==> config.mk <==
export PLATFORM = sky130hd
export DESIGN_NAME = smre_group
export DESIGN_NICKNAME = d
export VERILOG_FILES = /design/src/hw/rtl/smre_pkg.sv /design/src/hw/rtl/smre_group.sv
export SDC_FILE = /design/constraint.sdc
export NUM_CORES = 1
export LEC_CHECK = 0
export BUFFER_PORTS_ARGS = -buffer_cell sky130_fd_sc_hd__buf_4
export CORE_AREA = 2 2 235 237
export CTS_CLUSTER_DIAMETER = 50
export DETAILED_ROUTE_END_ITERATION = 16
export DIE_AREA = 0 0 237 239
export GPL_TIMING_DRIVEN = 0
export PLACE_DENSITY = 0.41
export SLEW_MARGIN = 25
export SYNTH_ARGS = -nofsm -noshare
export SYNTH_HDL_FRONTEND = slang
export SYNTH_SLANG_ARGS = --single-unit
==> constraint.sdc <==
create_clock -name clk -period 5.4 [get_ports clk]
set_clock_uncertainty 0.05 [all_clocks]
set_input_delay 1.62 -clock clk [delete_from_list [all_inputs] [get_ports clk]]
set_output_delay 1.62 -clock clk [all_outputs]
set_load 0.01 [all_outputs]
==> src/hw/rtl/smre_pkg.sv <==
// Shared types and constants for the sorted multiset rank engine.
package smre_pkg;

	localparam int CAPACITY    = 256;
	localparam int GROUP_SIZE  = 16;
	localparam int NUM_GROUPS  = CAPACITY / GROUP_SIZE;
	localparam int CNT_W       = $clog2(CAPACITY + 1);
	localparam int GPC_W       = $clog2(GROUP_SIZE + 1);
	localparam int NGC_W       = $clog2(NUM_GROUPS + 1);
	localparam int GRP_SH      = $clog2(GROUP_SIZE);
	localparam int VAL_W       = 32;

	localparam logic signed [VAL_W-1:0] PRED_NONE = -32'sd1000000000;
	localparam logic signed [VAL_W-1:0] SUCC_NONE = 32'sd1000000000;

	typedef enum logic [2:0] {
		OP_INSERT = 3'd0,
		OP_DELETE = 3'd1,
		OP_RANK   = 3'd2,
		OP_KTH    = 3'd3,
		OP_PRED   = 3'd4,
		OP_SUCC   = 3'd5
	} op_e;

	typedef enum logic [1:0] {
		ST_OK        = 2'd0,
		ST_NOT_FOUND = 2'd1,
		ST_FULL      = 2'd2,
		ST_RANGE     = 2'd3
	} status_e;

	typedef enum logic [1:0] {
		S_IDLE,
		S_CMP,
		S_RED,
		S_FIN
	} state_e;

	typedef struct packed {
		logic [2:0]              operation;
		logic signed [VAL_W-1:0] value;
		logic [8:0]              rank_index;
	} cmd_t;

	typedef struct packed {
		logic signed [VAL_W-1:0] answer;
		logic [1:0]              status;
		logic [8:0]              element_total;
	} result_t;

	typedef struct packed {
		logic                    cmp_en;
		logic                    ins_en;
		logic                    del_en;
		logic signed [VAL_W-1:0] value;
	} cell_ctl_t;

	typedef struct packed {
		logic                    lt_full;
		logic [GPC_W-1:0]        lt_pc;
		logic                    present;
		logic                    sel_any;
		logic signed [VAL_W-1:0] sel_value;
	} grp_sum_t;

endpackage

==> src/hw/rtl/smre_group.sv <==
// Registered summary of one group of cells: thermometer count, presence, selected value.
module smre_group (
	input  logic                                                      clk,
	input  logic                                                      en,
	input  logic [smre_pkg::GROUP_SIZE-1:0]                           lt,
	input  logic [smre_pkg::GROUP_SIZE-1:0]                           le,
	input  logic [smre_pkg::GROUP_SIZE-1:0]                           sel,
	input  logic [smre_pkg::GROUP_SIZE-1:0][smre_pkg::VAL_W-1:0]      vals,
	output smre_pkg::grp_sum_t                                        sum
);

	smre_pkg::grp_sum_t sum_d;
	smre_pkg::grp_sum_t sum_s2;

	always_comb begin
		sum_d.lt_full   = &lt;
		sum_d.present   = |(le & ~lt);
		sum_d.sel_any   = |sel;
		sum_d.lt_pc     = '0;
		sum_d.sel_value = '0;
		for (int i = 0; i < smre_pkg::GROUP_SIZE; i++) begin
			sum_d.lt_pc     = sum_d.lt_pc + smre_pkg::GPC_W'(lt[i]);
			sum_d.sel_value = sum_d.sel_value | (sel[i] ? vals[i] : '0);
		end
	end

	always_ff @(posedge clk) begin
		if (en) begin
			sum_s2 <= sum_d;
		end
	end

	assign sum = sum_s2;

endmodule

## Yosys cells after proc, flatten, opt, wreduce, memory -nomap -nowiden

Index checks and enable logic that the tools add are counted.
Widths: inputs -> output; s select.

| storage, ports and cells | value |
|---|---|
| flip-flop bits (word level) | 40 |
| bits of input ports | 562 |
| output and inout port bits | 40 |
| logic and storage cells | 56 |

| operators by class | value |
|---|---|
| $add $sub $neg | 15 |
| multiplexer cells | 16 |
| bitwise operators | 17 |
| reductions and logical operators | 3 |

Operator list:

| kind | count |
|---|---|
| $mux 32 | 16 |
| $or 32x32->32 | 15 |
| $add 5x1->5 | 11 |
| $reduce_or 16->1 | 2 |
| $and 16x16->16 | 1 |
| $not 16->16 | 1 |
| $reduce_and 16->1 | 1 |
| $add 4x1->5 | 1 |
| $add 3x1->4 | 1 |
| $add 2x1->3 | 1 |
| $add 1x1->2 | 1 |

## Longest topological paths before layout

| depth | value |
|---|---|
| depth after elaboration | 16 |
| gate-level depth with buffers | 12 |
| depth with buffers taken out | 12 |

## Worst setup path before layout

OpenSTA, ideal clock, no wires.

| timing path | value |
|---|---|
| path kind | input -> register |
| from | in lt[11] (netlist bit) |
| to | reg sum_s2, in the netlist sum[36] (data pin) |
| library setup time | 258 ps |
| arrival | 4381 ps |
| required time | 5092 ps |
| slack | 711 ps |
| stages | 10 |
| path buffers | 0 |
| path through | inv_1 > fa_1 > fa_1 > fa_1 > fa_1 > inv_1 > ha_1 > inv_1 > fa_1 > xnor2_1 |

RTL lines:

| element | RTL line | RTL |
|---|---|---|
| start, declared | smre_group.sv:5 | `input logic [smre_pkg::GROUP_SIZE-1:0] lt,` |
| end signal, assigned | smre_group.sv:29 | `sum_s2 <= sum_d;` |
| end, declared | smre_group.sv:13 | `smre_pkg::grp_sum_t sum_s2;` |

==> Flow_metrics.wiki <==
{| class="wikitable"
! Metric !! Value
|-
| Critical Path AT || 4640 ps
|-
| Synthesized flop and latch total || 40
|-
| Initial detailed-routing violation count || 469
|-
| Synth unique cells || 19
|-
| Post-DR wirelength/cell || 31.63 um
|-
| Setup repair after global routing missed its margin || false
|-
| Synth Instances || 466
|-
| Area inside the core boundary || 0.05434 mm^2
|-
| Depth of the worst hold-timing path || 3
|-
| Cell-internal power || 1.092 mW
|-
| Power after layout || 1.724 mW
|-
| Count of final setup violators || 0
|-
| Synth Cell Area || 0.004816 mm^2
|-
| Minimum setup slack after placement || 433.0 ps
|-
| Number of endpoints with negative hold slack in the final report || 0
|-
| Total net switching power || 0.6321 mW
|-
| Power per unit of standard cell area || 167.6 mW/mm^2
|-
| Pin count of the biggest net entering global routing || 41
|-
| Routed wire length || 55,880 um
|-
| Setup Buffers After CTS || 0
|-
| Run status || finished clean
|-
| Final weighted congestion of routability-driven global placement || 0.9085
|-
| Number of port buffers || 586
|-
| Total GRT Usage || 0.1912
|-
| Dominant cell type by area after synthesis || edfxtp_1
|-
| Most common library cell in the layout ignoring fill and taps || buf_4
|-
| Cells resized by post-CTS repair || 0
|-
| Worst min-delay path startpoint || vals[365]
|-
| Capture endpoint of the worst hold path || sum[13]
|-
| Proportion of total power due to net switching || 0.3667
|-
| WP data required || 5420 ps
|-
| Peak fanout along the critical path || 2
|-
| Dpl hpwl || 44,740 um
|-
| Fin nets || 1,637
|-
| Total iterations of the first detailed-routing run || 5
|-
| Final slew viol count || 0
|-
| Effective utilization at floorplan || 0.08863
|-
| Total gr overflow || 0
|-
| Category of the worst setup path capture point || register
|-
| Maximum number of buffers from clock root to sink || 2
|-
| Synthesized area per cell || 10.33 um^2
|-
| Maximum clock frequency || 0.2164 GHz
|-
| Power share of the clock group || 0.232
|-
| Crit share post-route || 0.8557
|-
| Max-slew headroom at the worst pin || 0.3240
|-
| Leakage power summed over all cells || 4.682 nW
|-
| Wire length of the first global-routing pass || 72,240 um
|-
| Top cell type's share of synthesized area || 0.2494
|-
| Share of total power in combinational logic || 0.538
|-
| Maximum resistive drop on vdd || 144.9 uV
|-
| Standard-cell rows || 86
|-
| Largest cells by area after synthesis || edfxtp_1, a22o_1, a221oi_1
|-
| Startpoint type of the worst setup path || input pin
|-
| Maximum level of the CTS H-tree || 2
|-
| Antenna violations before repair || 9
|-
| Post-detailed-route count of antenna-violating nets || 0
|-
| Die Outline Area || 0.05664 mm^2
|-
| Post-layout minimum cycle time || 4621 ps
|-
| Max cap viols || 0
|-
| Sequential cell fraction of total power || 0.229
|-
| Die Width || 237 um
|-
| Vertical die dimension || 239 um
|-
| Worst setup slack after layout || 779.0 ps
|-
| Boundary Pins || 602
|-
| Tightest Pin Transition || 1014 ps
|-
| Total number of vias || 7,816
|-
| Clock root buffer || clkbuf_16
|-
| Final routed DRC violation total || 0
|-
| Clock Sinks || 40
|-
| Max FFs per register || 40
|-
| Ys Warns || 0
|-
| TritonCTS Buffers || 5
|-
| Clock Pin Slew Worst Setup and Hold Paths || 80 ps
|-
| Cts-stage hold buffer count || 0
|-
| Final-layout setup total negative slack || 0 ps
|-
| Worst setup path category || input pin to register
|-
| P&R area growth vs syn || 113.5%
|-
| Sequential element share of the synthesized area || 0.2494
|-
| Routed via count divided by cell count || 4.423
|-
| TritonCTS clock tree || built
|-
| Share of layout cells above drive strength 1 || 0.6264
|-
| Via count of the first global-routing pass || 8,401
|-
| Most frequent cells in the layout || buf_4, a22o_1, a221oi_1
|-
| Worst min-delay path class || input pin to register
|-
| Post-Syn Nets || 1,044
|}
per-stage QoR:
stage | instances | hold WS (ps) | instance area [um^2] | utilization
finish | 1767 | 1546 | 10280 | 0.1892
global route | 1764 | 1534 | 10280 | 0.1891
CTS | 1764 | 1509 | 10280 | 0.1891
detailed placement | 1756 | 1881 | 10110 | 0.1860
global placement | 1756 | 1876 | 10100 | 0.1858
floorplan | 466 | 1683 | 4816 | -
worst max-delay path: stages:
cell and delay, ps:
buf_4 90, inv_1 60, fa_1 560, fa_1 440, fa_1 550, fa_1 420, inv_1 70, ha_1 160
inv_1 60, fa_1 450, xnor2_1 150
layout make-up:
class	instances	area (um^2)
antenna	3	7.507
buffer	63	515.5
clock buffer	5	125.1
clock inverter	3	42.54
fill	6155	44060
inverter	26	97.59
multi-input combinational	337	3014
sequential	40	1201
tap	704	880.8
timing repair buffer	586	4399
logic make-up after synthesis:
| family | after synthesis | share of synthesized area |
|---|---|---|
| simple gates | 56 | 0.07249 |
| xor+xnor | 2 | 0.003638 |
| compound gates | 263 | 0.4926 |
| flops | 40 | 0.2494 |
| fa+ha+maj | 16 | 0.05716 |
| buf+inv | 89 | 0.1247 |
power groups by stage:
stage / registers (mW) / logic [mW] / clock network, mW
floorplan: 0.419 / 0.326 / 0
global placement: 0.403 / 0.932 / 0
detailed placement: 0.402 / 0.935 / 0
CTS: 0.396 / 0.941 / 0.431
global route: 0.399 / 1.00 / 0.427
finish: 0.396 / 0.928 / 0.401
per-layer routing:
layer  track usage  share of wire
met1        0.2326           0.41
met2        0.3298           0.48
met3       0.03533          0.066
met4       0.08113          0.040
met5             0        0.00018
cells in the mapped netlist, drive strengths merged:
cell type	number
a21o	1
ha	6
xnor2	2
nor2b	13
inv	26
nor4	5
edfxtp	40
clkbuf	15
a21oi	1
buf	48
a221oi	128
nand3	1
fa	10
a22o	128
a2111oi	4
nand4	37
o21a	1
worst max-delay path by stage:
stage	start	endpoint	slack [ps]	cells after the start
2_1_floorplan	lt[11]	sum[36]	710	10
3_3_place_gp	lt[5]	sum[36]	440	11
3_5_place_dp	lt[11]	sum[36]	430	11
4_1_cts	lt[11]	sum[36]	780	11
5_1_grt	lt[11]	sum[38]	660	12
6_report	lt[11]	sum[36]	780	11
No activity file was read; power rests on OpenSTA's default activity.
