===== config.mk =====
export PLATFORM = sky130hd
export DESIGN_NAME = smre_cell
export DESIGN_NICKNAME = d
export VERILOG_FILES = /design/src/hw/rtl/smre_pkg.sv /design/src/hw/rtl/smre_cell.sv
export SDC_FILE = /design/constraint.sdc
export NUM_CORES = 1
export LEC_CHECK = 0
export ABC_CLOCK_PERIOD_IN_PS = 5500
export BUFFER_PORTS_ARGS = -buffer_cell sky130_fd_sc_hd__buf_4
export CAP_MARGIN = 15
export CORE_MARGIN = 2
export CORE_UTILIZATION = 49
export DETAILED_ROUTE_END_ITERATION = 6
export PLACE_DENSITY = 0.87
export SLEW_MARGIN = 20
export SYNTH_ARGS = -nofsm -noshare
export SYNTH_HDL_FRONTEND = slang
export SYNTH_SLANG_ARGS = --single-unit

===== constraint.sdc =====
create_clock -name clk -period 5.5 [get_ports clk]
set_input_delay 0.275 -clock clk [delete_from_list [all_inputs] [get_ports clk]]
set_output_delay 0.275 -clock clk [all_outputs]
set_load 0.1 [all_outputs]

===== src/hw/rtl/smre_pkg.sv =====
// Shared types and constants for the sorted multiset rank engine.
package smre_pkg;

	localparam int CAPACITY    = 256;
	localparam int GROUP_SIZE  = 16;
	localparam int NUM_GROUPS  = CAPACITY / GROUP_SIZE;
	localparam int CNT_W       = $clog2(CAPACITY + 1);
	localparam int GPC_W       = $clog2(GROUP_SIZE + 1);
	localparam int NGC_W       = $clog2(NUM_GROUPS + 1);
	localparam int GRP_SH      = $clog2(GROUP_SIZE);
	localparam int VAL_W       = 32;

	localparam logic signed [VAL_W-1:0] PRED_NONE = -32'sd1000000000;
	localparam logic signed [VAL_W-1:0] SUCC_NONE = 32'sd1000000000;

	typedef enum logic [2:0] {
		OP_INSERT = 3'd0,
		OP_DELETE = 3'd1,
		OP_RANK   = 3'd2,
		OP_KTH    = 3'd3,
		OP_PRED   = 3'd4,
		OP_SUCC   = 3'd5
	} op_e;

	typedef enum logic [1:0] {
		ST_OK        = 2'd0,
		ST_NOT_FOUND = 2'd1,
		ST_FULL      = 2'd2,
		ST_RANGE     = 2'd3
	} status_e;

	typedef enum logic [1:0] {
		S_IDLE,
		S_CMP,
		S_RED,
		S_FIN
	} state_e;

	typedef struct packed {
		logic [2:0]              operation;
		logic signed [VAL_W-1:0] value;
		logic [8:0]              rank_index;
	} cmd_t;

	typedef struct packed {
		logic signed [VAL_W-1:0] answer;
		logic [1:0]              status;
		logic [8:0]              element_total;
	} result_t;

	typedef struct packed {
		logic                    cmp_en;
		logic                    ins_en;
		logic                    del_en;
		logic signed [VAL_W-1:0] value;
	} cell_ctl_t;

	typedef struct packed {
		logic                    lt_full;
		logic [GPC_W-1:0]        lt_pc;
		logic                    present;
		logic                    sel_any;
		logic signed [VAL_W-1:0] sel_value;
	} grp_sum_t;

endpackage


===== src/hw/rtl/smre_cell.sv =====
// One storage cell of the sorted chain: value, valid bit, compare flags, shift.
module smre_cell (
	input  logic                                 clk,
	input  logic                                 arst_n,
	input  smre_pkg::cell_ctl_t                  ctl,
	input  logic signed [smre_pkg::VAL_W-1:0]    left_value,
	input  logic                                 left_valid,
	input  logic                                 left_le,
	input  logic signed [smre_pkg::VAL_W-1:0]    right_value,
	input  logic                                 right_valid,
	output logic signed [smre_pkg::VAL_W-1:0]    value,
	output logic                                 valid,
	output logic                                 lt,
	output logic                                 le
);

	logic signed [smre_pkg::VAL_W-1:0] value_q;
	logic                              valid_q;
	logic                              lt_s1;
	logic                              le_s1;

	always_ff @(posedge clk or negedge arst_n) begin
		if (!arst_n) begin
			valid_q <= 1'b0;
			lt_s1   <= 1'b0;
			le_s1   <= 1'b0;
		end else begin
			if (ctl.cmp_en) begin
				lt_s1 <= valid_q && (value_q < ctl.value);
				le_s1 <= valid_q && (value_q <= ctl.value);
			end
			if (ctl.ins_en && !le_s1) begin
				valid_q <= left_le ? 1'b1 : left_valid;
			end else if (ctl.del_en && !lt_s1) begin
				valid_q <= right_valid;
			end
		end
	end

	always_ff @(posedge clk) begin
		if (ctl.ins_en && !le_s1) begin
			value_q <= left_le ? ctl.value : left_value;
		end else if (ctl.del_en && !lt_s1) begin
			value_q <= right_value;
		end
	end

	assign value = value_q;
	assign valid = valid_q;
	assign lt    = lt_s1;
	assign le    = le_s1;

endmodule


Yosys cells after proc, flatten, opt, wreduce, memory -nomap -nowiden
Index checks and enable logic that the tools add are counted.
Word-level totals
  memory bits (writable): 0
  memories: 0
  memory bits (read-only): 0
  latch bits: 0
  bits of input ports: 104
  flip-flop bits (word level): 35
  word-level logic and storage cells: 19
  output and inout port bits: 35
Cells by class
  $lt $le $gt $ge: 2
  divide/modulo/power cells: 0
  multiply operators: 0
  shift-type cells: 0
  bitwise logic cells: 0
  muxes and demuxes: 6
  reduce and logical (&&, ||, !) cells: 7
  equality and inequality tests: 0
  $add $sub $neg: 0
Operators by type and width (number)
  32-bit 2-to-1 mux: 3
  32-bit <= comparator: 1
  32-bit less-than comparator: 1
  1-bit logical AND: 4
  1-bit 2-to-1 mux: 3
  1-bit logical NOT: 2
  2-bit nonzero test: 1

Logic depth before layout (Yosys ltp)
  depth after elaboration: 4
  depth in mapped cells: 8
  mapped depth without buffers: 8

Worst setup path after synthesis
No wires, ideal clock.
  kind: reg-to-reg
  start: register lt_s1, in the netlist lt
  end: register valid_q, in the netlist valid
  arrival time: 3.867 ns
  cell stages (with the launch flop): 4
  path buffers: 0
  slack: 1.510 ns
  library setup time: 0.123 ns
  data required time: 5.377 ns
  period minus slack after synthesis: 3.990 ns
  cell sequence: dfrtp_1 -> o21ai_0 -> o311ai_0 -> o21ai_0
Between the ends
  longest elaborated chain between the ends: 3
RTL lines
  start: declaration: line smre_cell.sv:19  | logic lt_s1;
  start signal: assignment: line smre_cell.sv:29  | lt_s1 <= valid_q && (value_q < ctl.value);
  1-bit logical NOT: line smre_cell.sv:34  | end else if (ctl.del_en && !lt_s1) begin
  1-bit logical AND: line smre_cell.sv:34
  2-bit nonzero test (no source line)
  end signal: assignment: line smre_cell.sv:33  | valid_q <= left_le ? 1'b1 : left_valid;
  end signal: assignment: line smre_cell.sv:35  | valid_q <= right_valid;
  end: declaration: line smre_cell.sv:18  | logic valid_q;
Every way passes these cells.
A chain may end at the register's enable or synchronous reset.

Worst setup path in the final report
  start: register value_q, in the netlist value[7]
  end: register le_s1, in the netlist le
Between the ends
  longest elaborated chain between the ends: 2
RTL lines
  start: declaration: line smre_cell.sv:17  | logic signed [smre_pkg::VAL_W-1:0] value_q;
  start signal: assignment: line smre_cell.sv:42  | value_q <= left_le ? ctl.value : left_value;
  start signal: assignment: line smre_cell.sv:44  | value_q <= right_value;
  32-bit <= comparator: line smre_cell.sv:30  | le_s1 <= valid_q && (value_q <= ctl.value);
  1-bit logical AND: line smre_cell.sv:30
  end signal: assignment: line smre_cell.sv:30
  end: declaration: line smre_cell.sv:20  | logic le_s1;
Every way passes these cells.

==> flow_summary.ini <==
[logic_synthesis]
netlist_area_mm2 = 0.00256
post_synth.cell_area_avg_um2 = 9.35
async_reset_ff_share_pct = 8.57
ys_types = 25
synth_seq_area_share_pct = 40.4
synth_edf_count = 32
synthCells = 274
synth_top_flop_cell = edfxtp_1
ys_seq_elements = 35
syn-num-nets = 410
yosysWarnings = 0

[final_layout]
n_antenna_cell = 0
final_util_pct = 74.4
syn2layout_area_growth_pct = 47.4
drive_above_1_share_pct = 36.0
fill_cells = 393
final_cells = 481
nets = 547

[job]
max_cap_violations = 0

[global_route]
grt_use_met3_pct = 4.38
antenna_found_initial = 0
grt_overflow = 0
grt.busiest_layer = met2
grt_pass1_vias = 2636
use_met1_pct = 26.5
grt_pass1_wl_um = 11600
grt_max_degree = 68
grt_use_met2_pct = 48.1
track_usage_pct = 24.9

[sta]
worst_pin_slew_ps = 643
finalHoldViolations = 0
max_freq_mhz = 497
clock_skew_ps = 2.90
relSlewSlack_pct = 56.9
fin_crit_sh_pct = 36.6
maxSlewViolCount = 0
layout_min_cycle_time_ps = 2010
setup_violations = 0
final.setup.tns_ps = 0
rsz0062_at_grt = no

[route]
antenna_left = 0
wl_um = 7040
dr.pass1.iters = 4
wl_per_cell_um = 14.6
via_per_inst = 5.18
initialDrtViolationCount = 118
drc = 0
vias = 2492

[critical_path]
crit_type = flip-flop to flip-flop
arrival_ps = 2230
slowest_delay_ps = 410
worstPathMaxFanout = 2
crit_slowest_cell = edfxtp_1
r2r_start = value[7]$_DFFE_PP_
cp-start-kind = flip-flop
cp-end-kind = flip-flop
r2r_end = le$_DFFE_PN0P_
r2r_cells = 7
crit_required_ps = 5720
r2r_slack_ps = 3490
crit_path_frequent_cell = a211o_1
path_cells = ha_1, a21oi_1, o21ai_0, a221o_1, a211o_1, a211o_1, nand3b_1

[clock_tree]
root_buffer = clkbuf_8
cts.sinks = 35
cts_buffers = 5
clock_path_buffers = 2
cts_tree = built
clk_pin_slew_ps = 70
h-tree-depth = 2
cts_setup_buffers = 0
insertion_delay_ps = 280

[placed_design]
gp_congestion = 0.766
io_buffer_count = 138
dp_cells = 472
place.detailed.hpwl_um = 5570

[pwr]
p_leak_uw = 0.00195
powerDensity_mw_per_mm2 = 513
ir_worst_vdd_v = 0.000282

[floorplan]
io_pins = 139
die-area_mm2 = 0.00582
dieHeight_um = 76.3
rows = 26
initial_core_util_pct = 50.5
core_mm2 = 0.00507
die_w_um = 76.3

[min_path]
min_path_cells = 3
hp-class = input pin to flip-flop
worstHoldEndpoint = value[25]$_DFFE_PP_
min-delay-start = right_value[25]

[run_status]
status = complete, no violations
## logic make-up (layout without fill, tap and decap cells)
group,after synthesis,count (layout),share of synthesized area (%)
and+or+nand+nor,67,67,11.3
muxes,32,32,12.5
AOI/OAI and AO/OA,61,61,13.1
adders and majority gates,32,32,15.6
DFF,35,35,40.4
buffers and inverters,47,184,7.03
## cell type report
cell class	count	area [µm²]	area share, %
clock buffer	7	76.3	2.02
inverter	36	135	3.58
multi-input combinational	192	1360	36.0
sequential	35	1040	27.4
tap	70	87.6	2.32
timing repair buffer	141	1080	28.6
## worst max path at each step
stage | start | endpoint | depth (start not counted)
5_1_grt | le$_DFFE_PN0P_ | valid$_DFFE_PN0P_ | 7
6_report | value[7]$_DFFE_PP_ | le$_DFFE_PN0P_ | 7
3_3_place_gp | le$_DFFE_PN0P_ | valid$_DFFE_PN0P_ | 6
4_1_cts | le$_DFFE_PN0P_ | valid$_DFFE_PN0P_ | 6
3_5_place_dp | le$_DFFE_PN0P_ | valid$_DFFE_PN0P_ | 6
2_1_floorplan | lt$_DFFE_PN0P_ | valid$_DFFE_PN0P_ | 3
## layer usage
metal	part of all wire, %	up-vias	routed length [µm]
li1	-	1240	-
met1	37	1138	2640
met2	55	99	3840
met3	5.5	15	389
met4	2.4	0	169
met5	0	-	0
## cell usage after synthesis (all sizes together) (2+ instances only)
cell type / instances / share of area (%)
nor2: 4 / 0.59
o21ai: 39 / 7.6
a211o: 2 / 0.68
a21oi: 14 / 2.9
ha: 32 / 16
clkbuf: 8 / 1.2
nand2: 44 / 6.4
nor3: 2 / 0.39
inv: 36 / 5.3
nand2b: 2 / 0.49
nor4: 2 / 0.49
dfrtp: 3 / 2.9
edfxtp: 32 / 37
nand4: 6 / 1.5
mux2i: 32 / 13
buf: 3 / 0.59
nand3: 6 / 1.2
## stage by stage
step / setup slack [ps] / power (µW) / hold slack [ps] / instance area (µm²)
after global routing: 3380 / 2030 / 270 / 3780
after floorplan: 1510 / 1440 / -20.6 / 2560
after global placement: 3600 / 1720 / 71.6 / 3660
final: 3490 / 1940 / 260 / 3780
after CTS: 3500 / 1930 / 258 / 3750
after detailed placement: 3500 / 1750 / 71.5 / 3660
## sequential cells by signal (all words and copies together), names as in the netlist
name	cells
value	32
lt	1
valid	1
le	1
## cell usage in the layout (no fill, tap or decap), types with 2 or more instances in the layout
master	synthesis	routed
edfxtp_1	32	32
inv_1	36	36
nor4_1	2	2
buf_4	0	139
nand4_1	6	6
nor3_1	2	2
nand3_1	6	6
clkbuf_1	8	2
clkbuf_8	0	5
a21oi_1	13	13
ha_1	32	32
dfrtp_1	3	3
nand2_1	44	43
o21ai_0	39	38
nor2_1	4	4
mux2i_1	32	32
a211o_1	2	2
nand2b_1	2	2
## critical path: cells and delay by family (launching register included)
family | cells | cell delay, ps
compound gates | 5 | 1110
fa+ha+maj | 1 | 340
flops | 1 | 410
simple gates | 1 | 80
## report_power, final
group	switching, µW	internal, µW
Combinational	973	304
Sequential	62.5	419
Clock	90.2	87.2
Total	1130	810
## repair_timing
item                      4_1_cts  5_1_grt
hold endpoints to repair        3        0
hold buffers                    1        0
gates resized for setup         0        0
No activity file was read; power rests on OpenSTA's default activity.
